[config.mk]
export PLATFORM = sky130hd
export DESIGN_NAME = spn_block_cipher_16bit
export DESIGN_NICKNAME = d
export VERILOG_FILES = /design/src/rtl/spn_pkg.sv /design/src/rtl/spn_round.sv /design/src/rtl/spn_block_cipher_16bit.sv
export SDC_FILE = /design/constraint.sdc
export NUM_CORES = 1
export LEC_CHECK = 0
export BUFFER_PORTS_ARGS = -buffer_cell sky130_fd_sc_hd__clkbuf_2
export CELL_PAD_IN_SITES_DETAIL_PLACEMENT = 0
export CELL_PAD_IN_SITES_GLOBAL_PLACEMENT = 1
export CORE_MARGIN = 2
export CORE_UTILIZATION = 49
export DETAILED_ROUTE_END_ITERATION = 12
export GPL_TIMING_DRIVEN = 0
export PLACE_DENSITY_LB_ADDON = 0.05
export SYNTH_ARGS = -nofsm -noshare
export SYNTH_HDL_FRONTEND = slang
export SYNTH_HIERARCHICAL = 1
export SYNTH_SLANG_ARGS = --single-unit
export TNS_END_PERCENT = 20
[constraint.sdc]
create_clock -name clk -period 4.4 [get_ports clk]
set_input_delay 0.88 -clock clk [delete_from_list [all_inputs] [get_ports clk]]
set_output_delay 0.88 -clock clk [all_outputs]
set_load 0.05 [all_outputs]
[src/rtl/spn_pkg.sv]
package spn_pkg;

  localparam int NUM_STAGES = 4;

  localparam logic [3:0] SBOX_FWD [16] = '{
    4'd14, 4'd4, 4'd13, 4'd1, 4'd2, 4'd15, 4'd11, 4'd8,
    4'd3, 4'd10, 4'd6, 4'd12, 4'd5, 4'd9, 4'd0, 4'd7
  };

  localparam logic [3:0] SBOX_INV [16] = '{
    4'd14, 4'd3, 4'd4, 4'd8, 4'd1, 4'd12, 4'd10, 4'd15,
    4'd7, 4'd13, 4'd9, 4'd6, 4'd11, 4'd2, 4'd0, 4'd5
  };

  localparam logic [3:0] BIT_MAP [16] = '{
    4'd0, 4'd4, 4'd8, 4'd12, 4'd1, 4'd5, 4'd9, 4'd13,
    4'd2, 4'd6, 4'd10, 4'd14, 4'd3, 4'd7, 4'd11, 4'd15
  };

  typedef struct packed {
    logic dir;
    logic first_round;
    logic last_round;
  } round_ctl_t;

  function automatic logic [15:0] sub_nibbles(input logic [15:0] x, input logic inv);
    logic [15:0] y;
    y = '0;
    for (int n = 0; n < 4; n++) begin
      if (inv) begin
        y[4*n +: 4] = SBOX_INV[x[4*n +: 4]];
      end else begin
        y[4*n +: 4] = SBOX_FWD[x[4*n +: 4]];
      end
    end
    return y;
  endfunction

  function automatic logic [15:0] transpose(input logic [15:0] x);
    logic [15:0] y;
    y = '0;
    for (int j = 0; j < 16; j++) begin
      y[15-j] = x[4'd15 - BIT_MAP[j]];
    end
    return y;
  endfunction

  // Round key r (1 to 5) starts 4*(r-1) bits below the top of the key.
  function automatic logic [15:0] key_slice(input logic [31:0] key, input logic [2:0] r);
    logic [15:0] k;
    case (r)
      3'd1: k = key[31:16];
      3'd2: k = key[27:12];
      3'd3: k = key[23:8];
      3'd4: k = key[19:4];
      default: k = key[15:0];
    endcase
    return k;
  endfunction

endpackage

[src/rtl/spn_round.sv]
module spn_round
  import spn_pkg::*;
(
  input  round_ctl_t  ctl,
  input  logic [15:0] data_in,
  input  logic [15:0] key_a,
  input  logic [15:0] key_b,
  output logic [15:0] data_out
);

  logic [15:0] enc_mix;
  logic [15:0] enc_sub;
  logic [15:0] enc_res;
  logic [15:0] dec_pre;
  logic [15:0] dec_res;

  always_comb begin
    enc_mix = data_in ^ key_a;
    enc_sub = sub_nibbles(enc_mix, 1'b0);
    enc_res = ctl.last_round ? (enc_sub ^ key_b) : transpose(enc_sub);
    dec_pre = ctl.first_round ? (data_in ^ key_a) : transpose(data_in);
    dec_res = sub_nibbles(dec_pre, 1'b1) ^ key_b;
    data_out = ctl.dir ? dec_res : enc_res;
  end

endmodule

[src/rtl/spn_block_cipher_16bit.sv]
// Four-stage pipeline, one cipher round per stage.
// Throughput is one block per cycle while out_ready is high; an accepted request
// moves through data_r[0] to data_r[3] in order, and stalls only hold the pipe.
// Reset (rst_n low, synchronous) empties the pipeline and clears the key to zero.
module spn_block_cipher_16bit
  import spn_pkg::*;
(
  input  logic        clk,
  input  logic        rst_n,
  input  logic        in_valid,
  output logic        in_ready,
  input  logic        in_req_type,
  input  logic [15:0] in_data_block,
  output logic        out_valid,
  input  logic        out_ready,
  output logic [15:0] out_result_block,
  input  logic        cfg_wr_en,
  input  logic [31:0] cfg_wr_data
);

  logic [31:0]           cipher_key_r;
  logic [NUM_STAGES-1:0] valid_r;
  logic [NUM_STAGES-1:0] dir_r;
  logic [15:0]           data_r     [NUM_STAGES];
  logic [15:0]           round_nxt  [NUM_STAGES];
  logic [NUM_STAGES:0]   stage_rdy;

  always_ff @(posedge clk) begin
    if (!rst_n) begin
      cipher_key_r <= '0;
    end else if (cfg_wr_en) begin
      cipher_key_r <= cfg_wr_data;
    end
  end

  assign stage_rdy[NUM_STAGES] = out_ready;

  for (genvar i = 0; i < NUM_STAGES; i++) begin : g_stage
    logic        stage_dir;
    logic        stage_vin;
    logic [15:0] stage_din;
    logic [15:0] key_a;
    logic [15:0] key_b;
    round_ctl_t  ctl;

    if (i == 0) begin : g_first
      assign stage_dir = in_req_type;
      assign stage_vin = in_valid;
      assign stage_din = in_data_block;
    end else begin : g_rest
      assign stage_dir = dir_r[i-1];
      assign stage_vin = valid_r[i-1];
      assign stage_din = data_r[i-1];
    end

    assign stage_rdy[i]    = !valid_r[i] || stage_rdy[i+1];
    assign ctl.dir         = stage_dir;
    assign ctl.first_round = (i == 0);
    assign ctl.last_round  = (i == NUM_STAGES - 1);
    assign key_a = stage_dir ? key_slice(cipher_key_r, 3'd5)
                             : key_slice(cipher_key_r, 3'(i + 1));
    assign key_b = stage_dir ? key_slice(cipher_key_r, 3'(NUM_STAGES - i))
                             : key_slice(cipher_key_r, 3'd5);

    spn_round u_round (
      .ctl      (ctl),
      .data_in  (stage_din),
      .key_a    (key_a),
      .key_b    (key_b),
      .data_out (round_nxt[i])
    );

    always_ff @(posedge clk) begin
      if (!rst_n) begin
        valid_r[i] <= 1'b0;
      end else if (stage_rdy[i]) begin
        valid_r[i] <= stage_vin;
      end
    end

    always_ff @(posedge clk) begin
      if (stage_rdy[i] && stage_vin) begin
        dir_r[i]  <= stage_dir;
        data_r[i] <= round_nxt[i];
      end
    end
  end

  assign in_ready         = stage_rdy[0];
  assign out_valid        = valid_r[NUM_STAGES-1];
  assign out_result_block = data_r[NUM_STAGES-1];

`ifndef SYNTHESIS
  a_reset_empties: assert property (@(posedge clk) !rst_n |=> !out_valid)
    else $error("pipeline not empty after reset");

  a_backpressure_full: assert property (@(posedge clk) disable iff (!rst_n)
    !in_ready |-> (&valid_r) && !out_ready)
    else $error("input stalled while the pipeline has room");

  a_mid_stage_hold: assert property (@(posedge clk) disable iff (!rst_n)
    valid_r[1] && !stage_rdy[2] |=> valid_r[1] && $stable(data_r[1]) && $stable(dir_r[1]))
    else $error("stalled stage lost or changed its data");
`endif

endmodule
# [Word-level counts from Yosys, hierarchy flattened]
# Memory sizes are Yosys's and may differ from the RTL's.
# Index checks and enable logic that the tools add are counted.
[classes] add_sub_neg=0 n_mul=0 n_div=0 magnitude_cmp=28 n_eq_ne=0 shifts=0 n_mux=84 n_bitwise=37 n_reduce_logical=12
[op_table] cell="two-way mux 4 bit" count=64
[op_table] cell="two-way mux 16 bit" count=12
[op_table] cell="XOR 16 bit" count=9
[op_table] cell="greater-or-equal comparator 5 bit (second input constant)" count=28
[op_table] cell="inverter 4 -> 5 bit" count=28
[op_table] cell="two-way mux 1 bit" count=8
[op_table] cell="logical AND 1 bit" count=4
[op_table] cell="logical NOT 1 bit" count=4
[op_table] cell="logical OR 1 bit" count=4
[word_totals] register_bits=39 latchBits=0 mem_bits_rw=64 romBits=2048 in_bits=54 out_inout_bits=18 elab_cells=202 mem_count=33
[mem_list] name="(name not given)" depth=16 width=4 read_ports=1 rd_clocked_by_memory_dff=0 wr=0 line_no="spn_pkg.sv:33" source="y[4*n +: 4] = SBOX_FWD[x[4*n +: 4]];"
[mem_list] name="(name not given)" depth=16 width=4 read_ports=1 rd_clocked_by_memory_dff=0 wr=0 line_no="spn_pkg.sv:33"
[mem_list] name="(name not given)" depth=16 width=4 read_ports=1 rd_clocked_by_memory_dff=0 wr=0 line_no="spn_pkg.sv:33"
[mem_list] name="(name not given)" depth=16 width=4 read_ports=1 rd_clocked_by_memory_dff=0 wr=0 line_no="spn_pkg.sv:33"
[mem_list] name="(name not given)" depth=16 width=4 read_ports=1 rd_clocked_by_memory_dff=0 wr=0 line_no="spn_pkg.sv:33"
[mem_list] name="(name not given)" depth=16 width=4 read_ports=1 rd_clocked_by_memory_dff=0 wr=0 line_no="spn_pkg.sv:33"
[mem_list] name="+27 memories"

# [Depth between registers and ports, before layout]
# Gate-level depths: netlist of run 1.
[depth] depth_word=8 depth_mapped=14 mapped_depth_nobuf=12

# [Hierarchy]
# Netlist of run 1, hierarchy kept.
[modules_own_cells] mod="spn_round at g_stage[1].u_round ..." n_inst=3 cells_per_inst=328 area_each_um2=2454.9
[modules_own_cells] mod="spn_block_cipher_16bit" n_inst=1 cells_per_inst=474 area_each_um2=4855.9
[modules_own_cells] mod="spn_round at g_stage[0].u_round" n_inst=1 cells_per_inst=329 area_each_um2=2427.3

# [Least setup slack after synthesis of run 1]
# No wires, ideal clock.
[synth_path] path_kind="input to register" startpoint="input port in_req_type" endpoint="memory data_r[0][8] (data pin)" setup_time_ns=0.261 arrival_ns=3.154 t_required_ns=4.139 path_slack_ns=0.985 stages=13 n_path_buf=2 cell_sequence="buf_6 > clkbuf_1 > o21ai_0 > xor2_2 > inv_2 > a21o_2 > inv_2 > ha_1 > inv_1 > a32o_1 > a311oi_2 > xnor2_1 > a221o_1"
[synth_lines] item="start: declaration" line_no="spn_block_cipher_16bit.sv:12" source="input logic in_req_type,"
[synth_lines] item="end: declaration" line_no="spn_block_cipher_16bit.sv:24" source="logic [15:0] data_r [NUM_STAGES];"

==> results.md, run 1 <==
* Post-Synth Adder-Cell Area at 8.16%
* Slowest stage cell, crit path: o21ai_0
* Clk_lat worst skew at 0.37 ns
* Total track usage at 30.3%
* Min cycle time layout at 3.99 ns
* Max-cap violations at 0
* CP dominant cell by count: inv_2
* Kind of end point of the critical path: register
* Yosys top cell area share at approximately 14%
* Main combinational cell family by area after synthesis: compound AO/OA/AOI/OAI gates
* Die Y at 177 um
* Cells after synthesis at 1787
* Simple-Gate Fraction of Synth Area at 18.3%
* Max rail drop VDD at 0.206 mV
* Post-synth top cells: nand2_1, o21ai_0, xnor2_1
* Setup Skew at about 0.014 ns
* Final Max Tran Viols at 0
* Maximum clock insertion buffer count at 2
* Area leader, netlist: edfxtp_1
* Setup TNS at 0 ns
* Post-synthesis cell area at 14600 um2
* Sequential share of the synthesized area at about a fifth
* Port Buffer Count at 69
* CP max stage delay at 0.59 ns
* GRT Residual Overflow at 0
* Outcome: complete, no violations
* Fmax at 0.251 GHz
* Final setup violation count at 0
* Core area at 29600 um2
* First-pass GRT wire length at 71900 um
* Vias per cell at 5.88
* Main synth FF type: edfxtp_1
* Syn_area_per_cell at 8.20 um2
* WP data arrival at between 4 and 5 ns
* Top-count cell post-synth: nand2_1
* CTS resizes at 0
* Startpoint Class: input pin
* Final worst path period share at 90.6%
* Via count at 13300
* Die width at ~180 um
* CP required at 4.50 ns
* CP max FO at 10
* 1st-pass router iterations at 5
* Fill count at a little under 3000
* Hold_buf cts at 0
* Hold WC Path Type: reg -> reg
* Post-Synth XOR/XNOR Area at between 10% and 20%
* Vias in the first global route at around 12000
* Total clock sinks at 103
* Initial core utilization at just under 50%
* Power per cell area at 316 nW/um2
* Kind of critical path: in -> reg
* Syn. warnings at 6
* Hold Vio Cnt, Final at 0
* Top cells by area, synth: edfxtp_1, ha_1, mux2i_1, xnor2_1, nand2_1
* Drt drc at 0
* Post-synth EDFFs at 67
* RSZ-0062 raised after global routing: false
* Postcts setup bufs at 0
* CTS tree: yes
* Routed WL at about 47000 um
* Cells along the critical path: clkbuf_2 > buf_6 > clkbuf_1 > o21ai_0 > xor2_2 > inv_2 > a21o_2 > inv_2 > ha_1 > inv_1 > a32o_1 > a311oi_2 > xnor2_1 > a221o_1
* First DRT Iteration DRCs at 920
* P&R area growth vs syn at 8.17%
* Final Util at 53.6%
* Die area at around 31000 um2
* Antenna violations before repair at 0
* CTS HTree Levels at 3
* Layout cell share with drive strength beyond 1 at approximately 16%
* Post-synthesis compound-gate area fraction at 22.0%
* Total CTS buffers at 9
* Clock slew at reported path FFs at about 0.08 ns
* DP HPWL at between 30000 and 40000 um
* Row Count at 63
* Drt wl/cell at 20.8 um
* Rel. slew slack at 19.6%
* Layout Nets at about 2000
* Yosys cell types at 90
* GPL Wtd Cong at about 0.91
* Largest net degree at the start of global routing at 21
* Post-synthesis mux area share at 10.6%
* N_diodes at 0
* Synth Register Bits at 103
* Root Driver: clkbuf_16
* Ports at 72
* Least-Margin Pin Slew at 1.19 ns
* DRT antenna net count at 0
* Post-synth ARST share at 0%
* Leakage at 0.00681 uW
-- report_power, final --
part	internal (uW)	leakage [uW]	switching, uW
registers	1160	0.000927	120
clock network	439	0.000155	418
logic	1180	0.00572	1680
-- layout make-up --
cell class	instances	area (um2)	area share, %
clock inverter	6	65.1	0.411
timing repair buffer	70	360	2.27
buffer	85	533	3.36
tap	390	488	3.08
sequential	103	2730	17.2
inverter	94	353	2.23
multi-input combinational	1511	11100	69.8
clock buffer	10	250	1.58
-- layer usage --
metal	vias to the layer above	part of all wire, %	track usage, %	wire length [um]
li1	6546	-	-	-
met1	6330	44	38.7	20900
met2	368	47	51.6	22300
met3	95	4.7	4.08	2240
met4	0	3.7	11.9	1740
met5	-	0	0	0
-- cell usage in the layout, fill, tap and decap left out, types with 11 or more instances in the layout --
cell and n:
a21oi_2 15, clkbuf_1 29, inv_1 77, mux2i_1 110
o211ai_1 12, ha_1 92, dfxtp_1 36, nand3_1 35
nor2b_1 39, xor2_1 80, o21ai_0 133, nand2_1 207
o21a_1 14, buf_6 11, a211oi_1 29, mux2_2 30
xnor2_1 121, o221ai_1 11, buf_2 24, nor3_1 63
or3_1 13, nor2_1 94, edfxtp_1 67, nand2b_1 39
xnor2_2 25, inv_2 14, a21oi_1 76, nand3b_1 14
clkbuf_2 75, a21o_1 29, a211o_1 15
-- sequential cells by signal (all words and copies together), names as in the netlist --
| register | cells |
|---|---|
| cipher_key_r | 32 |
| data_r | 64 |
| g_stage.stage_dir | 3 |
| g_stage.stage_vin | 3 |
| out_valid | 1 |
-- critical path, delay by kind of cell --
kind / cells / cell delay (ns)
adder cells (fa/ha/maj): 1 / 0.14
AO/OA/AOI/OAI: 5 / 1.80
buffers and inverters: 6 / 0.78
XOR/XNOR: 2 / 0.47
-- path summary, 6_finish.rpt --
check	from	to	slack, ns	depth (start not counted)
setup / recovery	in_req_type	data_r[0][8]	0.41	14
hold / removal	g_stage[2].stage_vin	g_stage[3].stage_vin	0.50	1
setup reg to reg	g_stage[2].stage_dir	data_r[2][1]	0.87	12
hold reg to reg	g_stage[2].stage_vin	g_stage[3].stage_vin	0.50	1
-- through the flow --
step | area [um2] | instances | hold slack, ns | worst slack (ns) | total power (uW)
final | 15800 | 2269 | 0.495 | 0.412 | 5000
after global routing | 15800 | 2269 | 0.522 | 0.290 | 5350
after CTS | 15800 | 2269 | 0.491 | 0.488 | 4970
after detailed placement | 15500 | 2253 | 0.468 | 0.101 | 4100
after global placement | 15500 | 2252 | 0.461 | 0.101 | 4060
after floorplan | 14700 | 1793 | 0.447 | 0.985 | 3450
-- kinds of logic after synthesis --
kind of cell	after synthesis
and+or+nand+nor	559
AOI/OAI and AO/OA	463
xor gates and xnor gates	237
buffers and inverters	179
muxes	148
DFF	103
adders and majority gates	96
other	2
No activity file was read; power rests on OpenSTA's default activity.
==> inputs of run 2 (changes only) <==
- SYNTH_HIERARCHICAL: 1 -> default
==> results.md, run 2 <==
* Worst r2r src: cipher_key_r[9]
* Min cycle time layout at approximately 3.4 ns
* Max rail drop VDD at 0.207 mV
* Clock power frac at 19.6%
* RSZ-0062 raised after global routing: false
* Hold_buf cts at 0
* Drt drc at 0
* Maximum clock insertion buffer count at 2
* Setup Skew at around 0.012 ns
* Kind of critical path: in -> reg
* CTS HTree Levels at 3
* Sw frac at between 40 and 50%
* Area leader, netlist: edfxtp_1
* Max-cap violations at 0
* Gate power share at between 40 and 50%
* Die area at about 25000 um2
* Total track usage at 27.1%
* Largest register FFs at 64
* Largest regs: data_r (64), cipher_key_r (32)
* Via count at 9238
* Post-synthesis cell area at 11500 um2
* Clk_lat worst skew at 0.37 ns
* Final worst path period share at 77.1%
* Syn_area_per_cell at 9.04 um2
* Post-synth EDFFs at 67
* Finished layout cell area at 12600 um2
* Final Max Tran Viols at 0
* Least-Margin Pin Slew at 1.17 ns
* Layout cell share with drive strength beyond 1 at 13.3%
* Die Y at 157 um
* Top-count cell post-synth: mux2i_1
* 1st-pass router iterations at 5
* Hold Vio Cnt, Final at 0
* Hold_sp: g_stage[3].stage_vin
* Root Driver: clkbuf_16
* Initial core utilization at 49.4%
* Clock slew at reported path FFs at 0.08 ns
* P&R area growth vs syn at 9.20%
* Drt wl/cell at 19.7 um
* Leakage at 0.00530 uW
* Ports at 72
* Synth Register Bits at 103
* Fill count at 2238
* Total clock sinks at 103
* Antenna violations before repair at 0
* Placed Area at 12300 um2
* Layout Nets at 1510
* Pint at 2370 uW
* GRT Residual Overflow at 0
* DP HPWL at 24700 um
* Row Count at 56
* Largest net degree at the start of global routing at 19
* Cells after synthesis at about 1300
* Yosys cell types at 68
* DRT antenna net count at 0
* Rel. slew slack at 22.1%
* CTS resizes at 0
* Vias in the first global route at 8611
* CP max FO at 10
* Psw at between 1500 and 2000 uW
* Hold WC Path Type: reg -> reg
* Most flops, register: data_r
* First DRT Iteration DRCs at 690
* N_diodes at 0
* Most frequent cells in the layout: mux2i_1, xnor2_1, ha_1
* First-pass GRT wire length at between 50000 and 60000 um
* Total CTS buffers at 9
* GPL Wtd Cong at a little over 0.9
* Die width at between 150 and 200 um
* CP required at 4.46 ns
* Postcts setup bufs at 0
* Vias per cell at between 5 and 6
* Post-synth ARST share at 0%
* Synthesized net count at between 1000 and 1500
* Power per cell area at 323 nW/um2
* Syn. warnings at 0
* Final setup violation count at 0
* Kind of end point of the critical path: register
* Yosys top cell area share at between 15 and 20%
* Commonest non-fill, non-tap cell in the layout: mux2i_1
* Port Buffer Count at 70
* Setup TNS at 0 ns
* Routed WL at 33000 um
* Main synth FF type: edfxtp_1
* Sequential share of the synthesized area at 23.8%
* Top cells by area, synth: edfxtp_1, mux2i_1, ha_1, xnor2_1, dfxtp_1
* Fmax at 0.295 GHz
* Outcome: complete, no violations
* CTS tree: yes
* Critical path origin: in_req_type
* WP data arrival at between 3 and 4 ns
* Sequential Power Share at 30.8%
* Startpoint Class: input pin
* Core area at 23300 um2
* Post-synth top cells: mux2i_1, xnor2_1, ha_1
[run 2: final cells by class]
type / instances / area, um2 / area share [%]
buffer: 77 / 375 / 2.99
clock buffer: 9 / 225 / 1.79
clock inverter: 7 / 52.6 / 0.419
inverter: 69 / 259 / 2.06
multi-input combinational: 1022 / 8140 / 64.8
sequential: 103 / 2730 / 21.8
tap: 319 / 399 / 3.18
timing repair buffer: 72 / 369 / 2.94
[run 2: metal layers]
metal | up-vias | wire length [um] | global-route usage, %
met5 | - | 0 | 0
li1 | 4636 | - | -
met3 | 47 | 1050 | 2.62
met1 | 4366 | 15400 | 36.7
met2 | 189 | 15700 | 45.5
met4 | 0 | 853 | 8.44
[run 2: kinds of logic after synthesis]
family / count (synthesis) / share of synthesized area [%]
adders and majority gates: 102 / 11.1
AOI/OAI and AO/OA: 266 / 14.6
muxes: 164 / 15.2
xor gates and xnor gates: 207 / 18.0
DFF: 103 / 23.8
buffers and inverters: 146 / 5.52
and+or+nand+nor: 283 / 11.8
[run 2: final timing paths]
kind | cells past startpoint | slack (ns) | end
worst max-delay path | 11 | 1.01 | data_r[0][15]
worst min-delay path | 1 | 0.49 | out_valid
worst max register to register | 9 | 1.02 | data_r[0][11]
worst min register to register | 1 | 0.49 | out_valid
[run 2: stage by stage]
step	instances	total power [uW]	hold slack [ns]	utilization (%)	worst slack (ns)
CTS	1678	4060	0.491	54.0	1.03
global placement	1660	3240	0.457	52.6	0.684
floorplan	1271	2790	0.448	-	1.23
global route	1678	4330	0.524	54.0	0.881
finish	1678	4060	0.490	54.0	1.01
detailed placement	1662	3260	0.470	52.8	0.652
[run 2: critical path, cell delays in order]
cell      delay [ns]
clkbuf_2        0.12
buf_6           0.20
buf_8           0.21
mux2i_4         0.26
xor2_2          0.45
inv_1           0.17
ha_1            0.39
mux2_2          0.29
mux2i_1         0.19
xnor2_1         0.14
a21oi_1         0.12
[run 2: power by group through the flow]
stage	clock (uW)	combinational, uW	sequential (uW)
after global placement	0	1970	1270
after detailed placement	0	1990	1270
after global routing	834	2230	1260
after CTS	806	2000	1250
final	796	2010	1250
after floorplan	0	1540	1250
